==> config.mk <==
export PLATFORM = sky130hd
export DESIGN_NAME = sorted_key_set_table
export DESIGN_NICKNAME = d
export VERILOG_FILES = /design/src/design/skst_pkg.sv /design/src/design/skst_cell.sv /design/src/design/sorted_key_set_table.sv
export SDC_FILE = /design/constraint.sdc
export NUM_CORES = 2
export LEC_CHECK = 0
export ABC_AREA = 1
export CORE_ASPECT_RATIO = 0.5
export CORE_MARGIN = 5
export CORE_UTILIZATION = 59
export DETAILED_ROUTE_END_ITERATION = 16
export DONT_BUFFER_PORTS = 1
export GPL_TIMING_DRIVEN = 0
export HOLD_SLACK_MARGIN = 0.12
export PLACE_DENSITY = 0.75
export SLEW_MARGIN = 20
export SYNTH_ARGS = -nofsm -noshare
export SYNTH_HDL_FRONTEND = slang
export SYNTH_SLANG_ARGS = --single-unit
==> constraint.sdc <==
create_clock -name clk -period 15.35 [get_ports clk]
set_clock_uncertainty 0.2 [all_clocks]
set_input_delay 0.7675 -clock clk [delete_from_list [all_inputs] [get_ports clk]]
set_output_delay 0.7675 -clock clk [all_outputs]
set_load 0.02 [all_outputs]
==> src/design/skst_pkg.sv <==
// ----------------------------------------------------------------------------
// skst_pkg: shared types and constants for the sorted key set table.
// Holds the table capacity, the transaction structs, the request and status
// codes, the cell command and the controller state type.
// ----------------------------------------------------------------------------
`default_nettype none

package skst_pkg;

  localparam int CAPACITY = 16;
  localparam int IDX_W    = $clog2(CAPACITY);
  localparam int CNT_W    = $clog2(CAPACITY + 1);
  localparam int KEY_W    = 32;
  localparam int POS_W    = 4;

  typedef enum logic [1:0] {
    REQ_INSERT = 2'd0,
    REQ_DELETE = 2'd1,
    REQ_SEARCH = 2'd2,
    REQ_CLEAR  = 2'd3
  } req_type_t;

  typedef enum logic [1:0] {
    STAT_DONE     = 2'd0,
    STAT_DUP      = 2'd1,
    STAT_NOTFOUND = 2'd2,
    STAT_FULL     = 2'd3
  } status_t;

  typedef enum logic [1:0] {
    CELL_HOLD = 2'd0,
    CELL_INS  = 2'd1,
    CELL_DEL  = 2'd2
  } cell_op_t;

  typedef enum logic [1:0] {
    ST_IDLE = 2'd0,
    ST_CMP  = 2'd1,
    ST_UPD  = 2'd2
  } ctrl_state_t;

  typedef struct packed {
    logic [1:0]              req_type;
    logic signed [KEY_W-1:0] key;
  } in_item_t;

  typedef struct packed {
    logic [1:0]       status;
    logic [POS_W-1:0] position;
    logic [4:0]       entry_count;
  } out_item_t;

  // Broadcast from the controller to every cell.
  typedef struct packed {
    cell_op_t                op;
    logic [IDX_W-1:0]        pos;
    logic signed [KEY_W-1:0] key;
  } cell_cmd_t;

  // Compare result that each cell reports back.
  typedef struct packed {
    logic lt;
    logic eq;
  } cell_flags_t;

endpackage

`default_nettype wire

==> src/design/skst_cell.sv <==
// ----------------------------------------------------------------------------
// skst_cell: one slot of the sorted key chain.
// Holds one key, compares it with the probe key every cycle and shifts
// toward either neighbor when an insert or delete is broadcast.
// ----------------------------------------------------------------------------
`default_nettype none

module skst_cell (
  input  wire logic                              clk,
  input  wire logic [skst_pkg::IDX_W-1:0]        idx,
  input  wire logic                              occ,
  input  wire logic signed [skst_pkg::KEY_W-1:0] probe_key,
  input  wire skst_pkg::cell_cmd_t               cmd,
  input  wire logic signed [skst_pkg::KEY_W-1:0] left_key,
  input  wire logic signed [skst_pkg::KEY_W-1:0] right_key,
  output logic signed [skst_pkg::KEY_W-1:0]      key_out,
  output skst_pkg::cell_flags_t                  flags
);

  logic signed [skst_pkg::KEY_W-1:0] key_r, key_nxt;
  skst_pkg::cell_flags_t             flags_r, flags_nxt;

  always_comb begin
    key_nxt = key_r;
    case (cmd.op)
      skst_pkg::CELL_INS: begin
        if (idx == cmd.pos) begin
          key_nxt = cmd.key;
        end else if (idx > cmd.pos) begin
          key_nxt = left_key;
        end
      end
      skst_pkg::CELL_DEL: begin
        if (idx >= cmd.pos) begin
          key_nxt = right_key;
        end
      end
      default: key_nxt = key_r;
    endcase
  end

  // Empty slots never report a match, so unwritten contents are never used.
  always_comb begin
    flags_nxt.lt = occ && (key_r < probe_key);
    flags_nxt.eq = occ && (key_r == probe_key);
  end

  always_ff @(posedge clk) begin
    key_r   <= key_nxt;
    flags_r <= flags_nxt;
  end

  assign key_out = key_r;
  assign flags   = flags_r;

endmodule

`default_nettype wire

==> src/design/sorted_key_set_table.sv <==
// ----------------------------------------------------------------------------
// sorted_key_set_table: bounded set of unique signed keys in ascending order.
// A chain of key cells compares every slot against a request key in
// parallel; a small controller turns the compare flags into a sorted
// position and broadcasts a shift-insert or shift-delete to the chain.
// ----------------------------------------------------------------------------
//
//   Channel | Ports                        | Payload
//   --------+------------------------------+-----------------------------------
//   request | in_valid, in_stall, in_data  | req_type, key
//   result  | out_valid, out_stall,        | status, position, entry_count
//           | out_data                     |
//
// Each request passes the accepting edge, a compare state in which all
// cells compare their key with the request key and register the result, and
// an update state in which the position is decoded and the chain shifts.
// The result register lets the next request be accepted while a finished
// result still waits; a stalled result holds the update cycle until it drains.
// Reset (rst_n low, synchronous) empties the table and clears the control
// state; key slots are not cleared since only slots below the count are read.
// ----------------------------------------------------------------------------
`default_nettype none

module sorted_key_set_table (
  input  wire logic                clk,
  input  wire logic                rst_n,
  input  wire logic                in_valid,
  output logic                     in_stall,
  input  wire skst_pkg::in_item_t  in_data,
  output logic                     out_valid,
  input  wire logic                out_stall,
  output skst_pkg::out_item_t      out_data
);

  localparam int N = skst_pkg::CAPACITY;

  skst_pkg::ctrl_state_t state_r, state_nxt;

  // The request under work; its key is the probe for every cell.
  logic [1:0]                        req_r, req_nxt;
  logic signed [skst_pkg::KEY_W-1:0] key_r, key_nxt;
  logic [skst_pkg::CNT_W-1:0]        count_r, count_nxt;

  logic                out_valid_r, out_valid_nxt;
  skst_pkg::out_item_t out_data_r, out_data_nxt;

  skst_pkg::cell_cmd_t   cmd;
  skst_pkg::cell_flags_t flags [N];
  logic signed [skst_pkg::KEY_W-1:0] cell_key [N];
  logic [N-1:0] occ;
  logic [N-1:0] lt_vec;
  logic [N-1:0] eq_vec;

  logic [skst_pkg::CNT_W-1:0] lb;
  logic                       found;
  logic                       fire;
  logic                       in_accept;

  // The chain of cells. Each cell sees both neighbors' keys for shifting.
  for (genvar g = 0; g < N; g++) begin : g_cell
    logic signed [skst_pkg::KEY_W-1:0] left_k;
    logic signed [skst_pkg::KEY_W-1:0] right_k;

    if (g == 0) begin : g_first
      assign left_k = '0;
    end else begin : g_mid_l
      assign left_k = cell_key[g-1];
    end
    if (g == N - 1) begin : g_last
      assign right_k = '0;
    end else begin : g_mid_r
      assign right_k = cell_key[g+1];
    end

    assign occ[g] = (skst_pkg::CNT_W'(g) < count_r);

    skst_cell u_cell (
      .clk       (clk),
      .idx       (skst_pkg::IDX_W'(g)),
      .occ       (occ[g]),
      .probe_key (key_r),
      .cmd       (cmd),
      .left_key  (left_k),
      .right_key (right_k),
      .key_out   (cell_key[g]),
      .flags     (flags[g])
    );

    assign lt_vec[g] = flags[g].lt;
    assign eq_vec[g] = flags[g].eq;
  end

  // Held keys are sorted, so the less-than flags form a thermometer code:
  // the first clear flag is the key's sorted position. Since keys are unique,
  // at most one slot can match and it sits exactly at that position.
  always_comb begin
    lb = skst_pkg::CNT_W'(N);
    for (int i = N - 1; i >= 0; i--) begin
      if (!lt_vec[i]) begin
        lb = skst_pkg::CNT_W'(i);
      end
    end
    found = |eq_vec;
  end

  assign in_accept = in_valid && !in_stall;
  assign in_stall  = (state_r != skst_pkg::ST_IDLE);
  // The update commits only when the result register can take its result.
  assign fire      = (state_r == skst_pkg::ST_UPD) && (!out_valid_r || !out_stall);

  always_comb begin
    state_nxt     = state_r;
    req_nxt       = req_r;
    key_nxt       = key_r;
    count_nxt     = count_r;
    out_valid_nxt = out_valid_r && out_stall;
    out_data_nxt  = out_data_r;
    cmd.op        = skst_pkg::CELL_HOLD;
    cmd.pos       = lb[skst_pkg::IDX_W-1:0];
    cmd.key       = key_r;

    case (state_r)
      skst_pkg::ST_IDLE: begin
        if (in_accept) begin
          req_nxt   = in_data.req_type;
          key_nxt   = in_data.key;
          state_nxt = skst_pkg::ST_CMP;
        end
      end
      skst_pkg::ST_CMP: begin
        state_nxt = skst_pkg::ST_UPD;
      end
      skst_pkg::ST_UPD: begin
        if (fire) begin
          out_data_nxt.status   = skst_pkg::STAT_DONE;
          out_data_nxt.position = '0;
          case (skst_pkg::req_type_t'(req_r))
            skst_pkg::REQ_INSERT: begin
              if (found) begin
                out_data_nxt.status   = skst_pkg::STAT_DUP;
                out_data_nxt.position = lb[skst_pkg::POS_W-1:0];
              end else if (count_r >= skst_pkg::CNT_W'(N)) begin
                out_data_nxt.status = skst_pkg::STAT_FULL;
              end else begin
                cmd.op                = skst_pkg::CELL_INS;
                count_nxt             = count_r + 1'b1;
                out_data_nxt.position = lb[skst_pkg::POS_W-1:0];
              end
            end
            skst_pkg::REQ_DELETE: begin
              if (found) begin
                cmd.op                = skst_pkg::CELL_DEL;
                count_nxt             = count_r - 1'b1;
                out_data_nxt.position = lb[skst_pkg::POS_W-1:0];
              end else begin
                out_data_nxt.status = skst_pkg::STAT_NOTFOUND;
              end
            end
            skst_pkg::REQ_SEARCH: begin
              if (found) begin
                out_data_nxt.position = lb[skst_pkg::POS_W-1:0];
              end else begin
                out_data_nxt.status = skst_pkg::STAT_NOTFOUND;
              end
            end
            default: begin
              count_nxt = '0;
            end
          endcase
          out_data_nxt.entry_count = 5'(count_nxt);
          out_valid_nxt            = 1'b1;
          state_nxt                = skst_pkg::ST_IDLE;
        end
      end
      default: state_nxt = skst_pkg::ST_IDLE;
    endcase
  end

  always_ff @(posedge clk) begin
    if (!rst_n) begin
      state_r     <= skst_pkg::ST_IDLE;
      count_r     <= '0;
      out_valid_r <= 1'b0;
    end else begin
      state_r     <= state_nxt;
      count_r     <= count_nxt;
      out_valid_r <= out_valid_nxt;
    end
  end

  always_ff @(posedge clk) begin
    req_r      <= req_nxt;
    key_r      <= key_nxt;
    out_data_r <= out_data_nxt;
  end

  assign out_valid = out_valid_r;
  assign out_data  = out_data_r;

  // The held count can never pass the capacity.
  a_count_bound: assert property (@(posedge clk) disable iff (!rst_n)
    count_r <= skst_pkg::CNT_W'(N))
    else $error("held count above capacity");

  // Unique keys: at most one slot may match the probe.
  a_eq_unique: assert property (@(posedge clk) disable iff (!rst_n)
    state_r == skst_pkg::ST_UPD |-> $onehot0(eq_vec))
    else $error("more than one slot matched the probe key");

  // A full report always comes with a full table.
  a_full_count: assert property (@(posedge clk) disable iff (!rst_n)
    out_valid_r && out_data_r.status == skst_pkg::STAT_FULL |->
      out_data_r.entry_count == 5'(N))
    else $error("full status with a table that is not full");

  // An accepted request moves straight to the compare cycle.
  a_accept_cmp: assert property (@(posedge clk) disable iff (!rst_n)
    in_accept |=> state_r == skst_pkg::ST_CMP)
    else $error("accepted request did not enter compare");

  // A fresh result that was not a change to the table keeps the count.
  a_count_hold: assert property (@(posedge clk) disable iff (!rst_n)
    fire && cmd.op == skst_pkg::CELL_HOLD && req_r != skst_pkg::REQ_CLEAR |=>
      $stable(count_r))
    else $error("count changed without an insert, delete or clear");

endmodule

`default_nettype wire

==> metrics.yaml <==
clock_network:
  cts_hold_buf: 37
  root_buffer: "clkbuf_16"
  cts_setup_buffers: 0
  clock_sinks: 597
  h-tree-depth: 2
  cts_resized: 0
  cts_tree: "done"
  cts_buffer_depth: 3
  cts_buffers: 58
  clk_pin_slew_ns: 0.08
  clk_latency_ns: 0.70
floorplanning:
  core_mm2: 0.0733
  io_pins: 51
  num_rows: 70
  die_height_um: 203
  initial_core_util_pct: 59.8
  die-area_mm2: 0.0802
  fp.dieW_um: 395
outcome:
  status: "complete, no violations"
critical_path:
  cp_top_family: "buffers and inverters"
  rrSetupSlack_ns: 9.40
  worstPathRequired_ns: 15.69
  crit_fanout: 10
  r2r_end: "g_cell[8].u_cell.key_out[25]$_DFFE_PP_"
  arrival_ns: 6.28
  slowest_stage: "nor4_1"
  cp-start-kind: "flop"
  rr_startpoint: "g_cell[7].u_cell.flags[0]$_DFF_P_"
  critPathMaxStageDelay_ns: 0.83
  crit_type: "flop to flop"
  cp_common_cell: "nand2_1"
  path_buf_inv: 7
  critPathCaptureType: "flop"
  reg2reg_depth: 16
  path_cells: "nor2_1, nand2_1, nor4_1, nand2_1, inv_1, nand2_1, inv_1, nand2_1, ha_1, clkbuf_1, inv_2, clkbuf_2, clkbuf_1, buf_1, nand3_1, nand2_1"
place:
  port_buffers: 0
  place_hpwl_um: 140000
  post_dp_cell_area_mm2: 0.0459
  place_congestion: 1.03
  place_ws_ns: 9.07
global_route:
  antenna_found_initial: 17
  grt_pass1_vias: 40994
  grt_max_degree: 38
  grt_pass1_wl_um: 266000
  overflow: 0
  grt_util_all_layers_pct: 45.0
timing:
  setup_viol: 0
  timing.final.max_slew_violations: 0
  rsz0062_at_grt: "false"
  fin_ws_ns: 9.40
  timing_worst_slew_pin_value_ns: 1.14
  period_needed_ns: 5.95
  period_share_pct: 38.7
  max_freq_mhz: 168
  setup_tns_ns: 0
  hold_ws_ns: 0.360
  relSlewSlack_pct: 23.8
  hold_viol: 0
finish:
  area_delta_synth_final_pct: 10.2
  drive_above_1_share_pct: 4.83
  nNetsFinal: 6306
  finalInstanceArea_mm2: 0.0483
route:
  viasPerCell: 6.59
  drt_iter0_drc: 7745
  first_pass_iters: 8
  route.detailed.drc: 0
  wl_per_cell_um: 27.6
  vias: 44684
  wl_um: 187000
  ant_nets: 0
yosys:
  synth.cell_area_mm2: 0.0438
  synth_top_flop_cell: "edfxtp_1"
  synth_edf_count: 557
  ys_seq_area_share_pct: 40.0
  synth_seq_cells: 597
  syn_inst: 5616
  syn_area_per_cell_um2: 7.81
  yosysWarnings: 0
  async_reset_ff_share_pct: 0
  synthDistinctLibCells: 50
  syn_nets: 6175
job:
  maxCapViolations: 0
worst_hold_path:
  hold-path-endpoint: "state_r[1]$_SDFFE_PN0P_"
  hp-class: "flop to flop"
  min_delay_path_depth: 1
  hold_start: "state_r[1]$_SDFFE_PN0P_"
pwr:
  ir_drop_mv: 0.0949
  p_leak_nw: 22.8
  power_density_mw_per_mm2: 87.4
Yosys cell counts, drive strengths merged, types with 3 or more instances:
library cell	n	share of area (%)
o31ai	6	0.10
o21bai	10	0.17
buf	127	1.3
a21oi	251	2.9
edfxtp	557	38
xnor2	5	0.10
nand4	385	5.5
a221oi	4	0.080
clkbuf	193	1.7
nand3b	5	0.086
o21ai	196	2.2
nand2	1739	15
nor4b	5	0.10
nor4	26	0.37
o2111ai	4	0.080
a31oi	8	0.11
nand3	541	6.2
ha	521	15
a21o	5	0.086
nor2	205	1.8
or3	4	0.057
nor3	33	0.39
a211oi	18	0.31
o211ai	15	0.26
o221ai	8	0.16
o21a	8	0.14
a41oi	3	0.060
inv	682	5.8
dfxtp	40	1.8
power by group:
group	internal, W	total, W	switching, W
clock	0.000816	0.00158	0.000759
sequential	0.00182	0.00188	0.0000598
combinational	0.000208	0.000764	0.000556
area by class of cell:
type                            count  area [um2]
Clock buffer                       65        1500
Clock inverter                     45         468
Timing Repair Buffer               71        1100
Antenna cell                        7        17.5
Multi-Input combinational cell   4015       22500
Sequential cell                   597       17500
Buffer                            320        1380
Tap cell                          972        1220
Fill cell                        6363       25000
Inverter                          684        2570
how the worst max path moves through the flow:
stage | cells after the start | from | slack (ns) | end
after floorplan | 10 | out_stall | 9.50 | g_cell[2].u_cell.key_out[0]$_DFFE_PP_
after global placement | 13 | g_cell[7].u_cell.flags[0]$_DFF_P_ | 6.93 | g_cell[2].u_cell.key_out[16]$_DFFE_PP_
after detailed placement | 16 | g_cell[7].u_cell.flags[0]$_DFF_P_ | 9.07 | g_cell[7].u_cell.key_out[0]$_DFFE_PP_
after CTS | 16 | g_cell[7].u_cell.flags[0]$_DFF_P_ | 9.01 | g_cell[7].u_cell.key_out[0]$_DFFE_PP_
after global routing | 16 | g_cell[7].u_cell.flags[0]$_DFF_P_ | 9.37 | g_cell[8].u_cell.key_out[25]$_DFFE_PP_
final | 16 | g_cell[7].u_cell.flags[0]$_DFF_P_ | 9.40 | g_cell[8].u_cell.key_out[25]$_DFFE_PP_
layer usage:
layer	vias to the layer above	share of wire, %	global-route usage, %
li1	19428	-	-
met1	20887	38	62.5
met2	3725	38	61.2
met3	626	19	19.3
met4	18	5.1	18.8
met5	-	0.092	0
state kept, by name, indices dropped and copies added, names as in the netlist:
signal                 count
g_cell.u_cell.key_out    512
state_r                    2
count_r                    5
req_r                      2
key_r                     32
out_data                  11
g_cell.u_cell.flags       32
out_valid                  1
worst reg2reg max path, cell delays in order (launching register included):
cell and delay, ns:
dfxtp_1 0.33, nor2_1 0.34, nand2_1 0.11, nor4_1 0.83, nand2_1 0.44, inv_1 0.19, nand2_1 0.09, inv_1 0.08
nand2_1 0.07, ha_1 0.24, clkbuf_1 0.15, inv_2 0.36, clkbuf_2 0.64, clkbuf_1 0.71, buf_1 0.60, nand3_1 0.29
nand2_1 0.13
cells in the final DEF, fill, tap and decap left out, types with 8 or more instances in the layout:
master         synthesis  routed
a211oi_1              18      18
a21oi_1              250     246
a31oi_1                8       8
buf_1                 53      52
buf_12                 0      17
buf_16                 0      12
buf_2                 72      73
clkbuf_1             193     165
clkbuf_16              0      58
clkbuf_2               0      21
clkbuf_4               0      12
clkinv_2               0      10
clkinv_4               0       9
clkinvlp_4             0      12
dfxtp_1               40      40
dlygate4sd3_1          0      37
edfxtp_1             557     557
ha_1                 521     521
inv_1                674     670
inv_2                  8      12
nand2_1             1735    1732
nand3_1              539     539
nand4_1              385     385
nor2_1               202     200
nor3_1                32      32
nor4_1                26      26
o211ai_1              15      15
o21a_1                 8       8
o21ai_0              128     127
o21ai_1               68      68
o21bai_1              10      10
o221ai_1               8       8
logic make-up after synthesis:
group / synth area share [%]
AND/OR/NAND/NOR: 29.5
buffers and inverters: 8.83
flip-flops: 40.0
AO/OA/AOI/OAI: 6.70
adder cells (fa/ha/maj): 14.9
XOR/XNOR: 0.0999
per-stage QoR:
| step | utilization (%) | total power [W] | instances |
|---|---|---|---|
| 6_report | 65.9 | 0.00422 | 6776 |
| 5_1_grt | 65.9 | 0.00431 | 6769 |
| 4_1_cts | 65.9 | 0.00414 | 6769 |
| 3_5_place_dp | 62.7 | 0.00262 | 6622 |
| 3_3_place_gp | 61.5 | 0.00257 | 6588 |
| 2_1_floorplan | - | 0.00230 | 5616 |
Power figures use the tool's default switching activity.
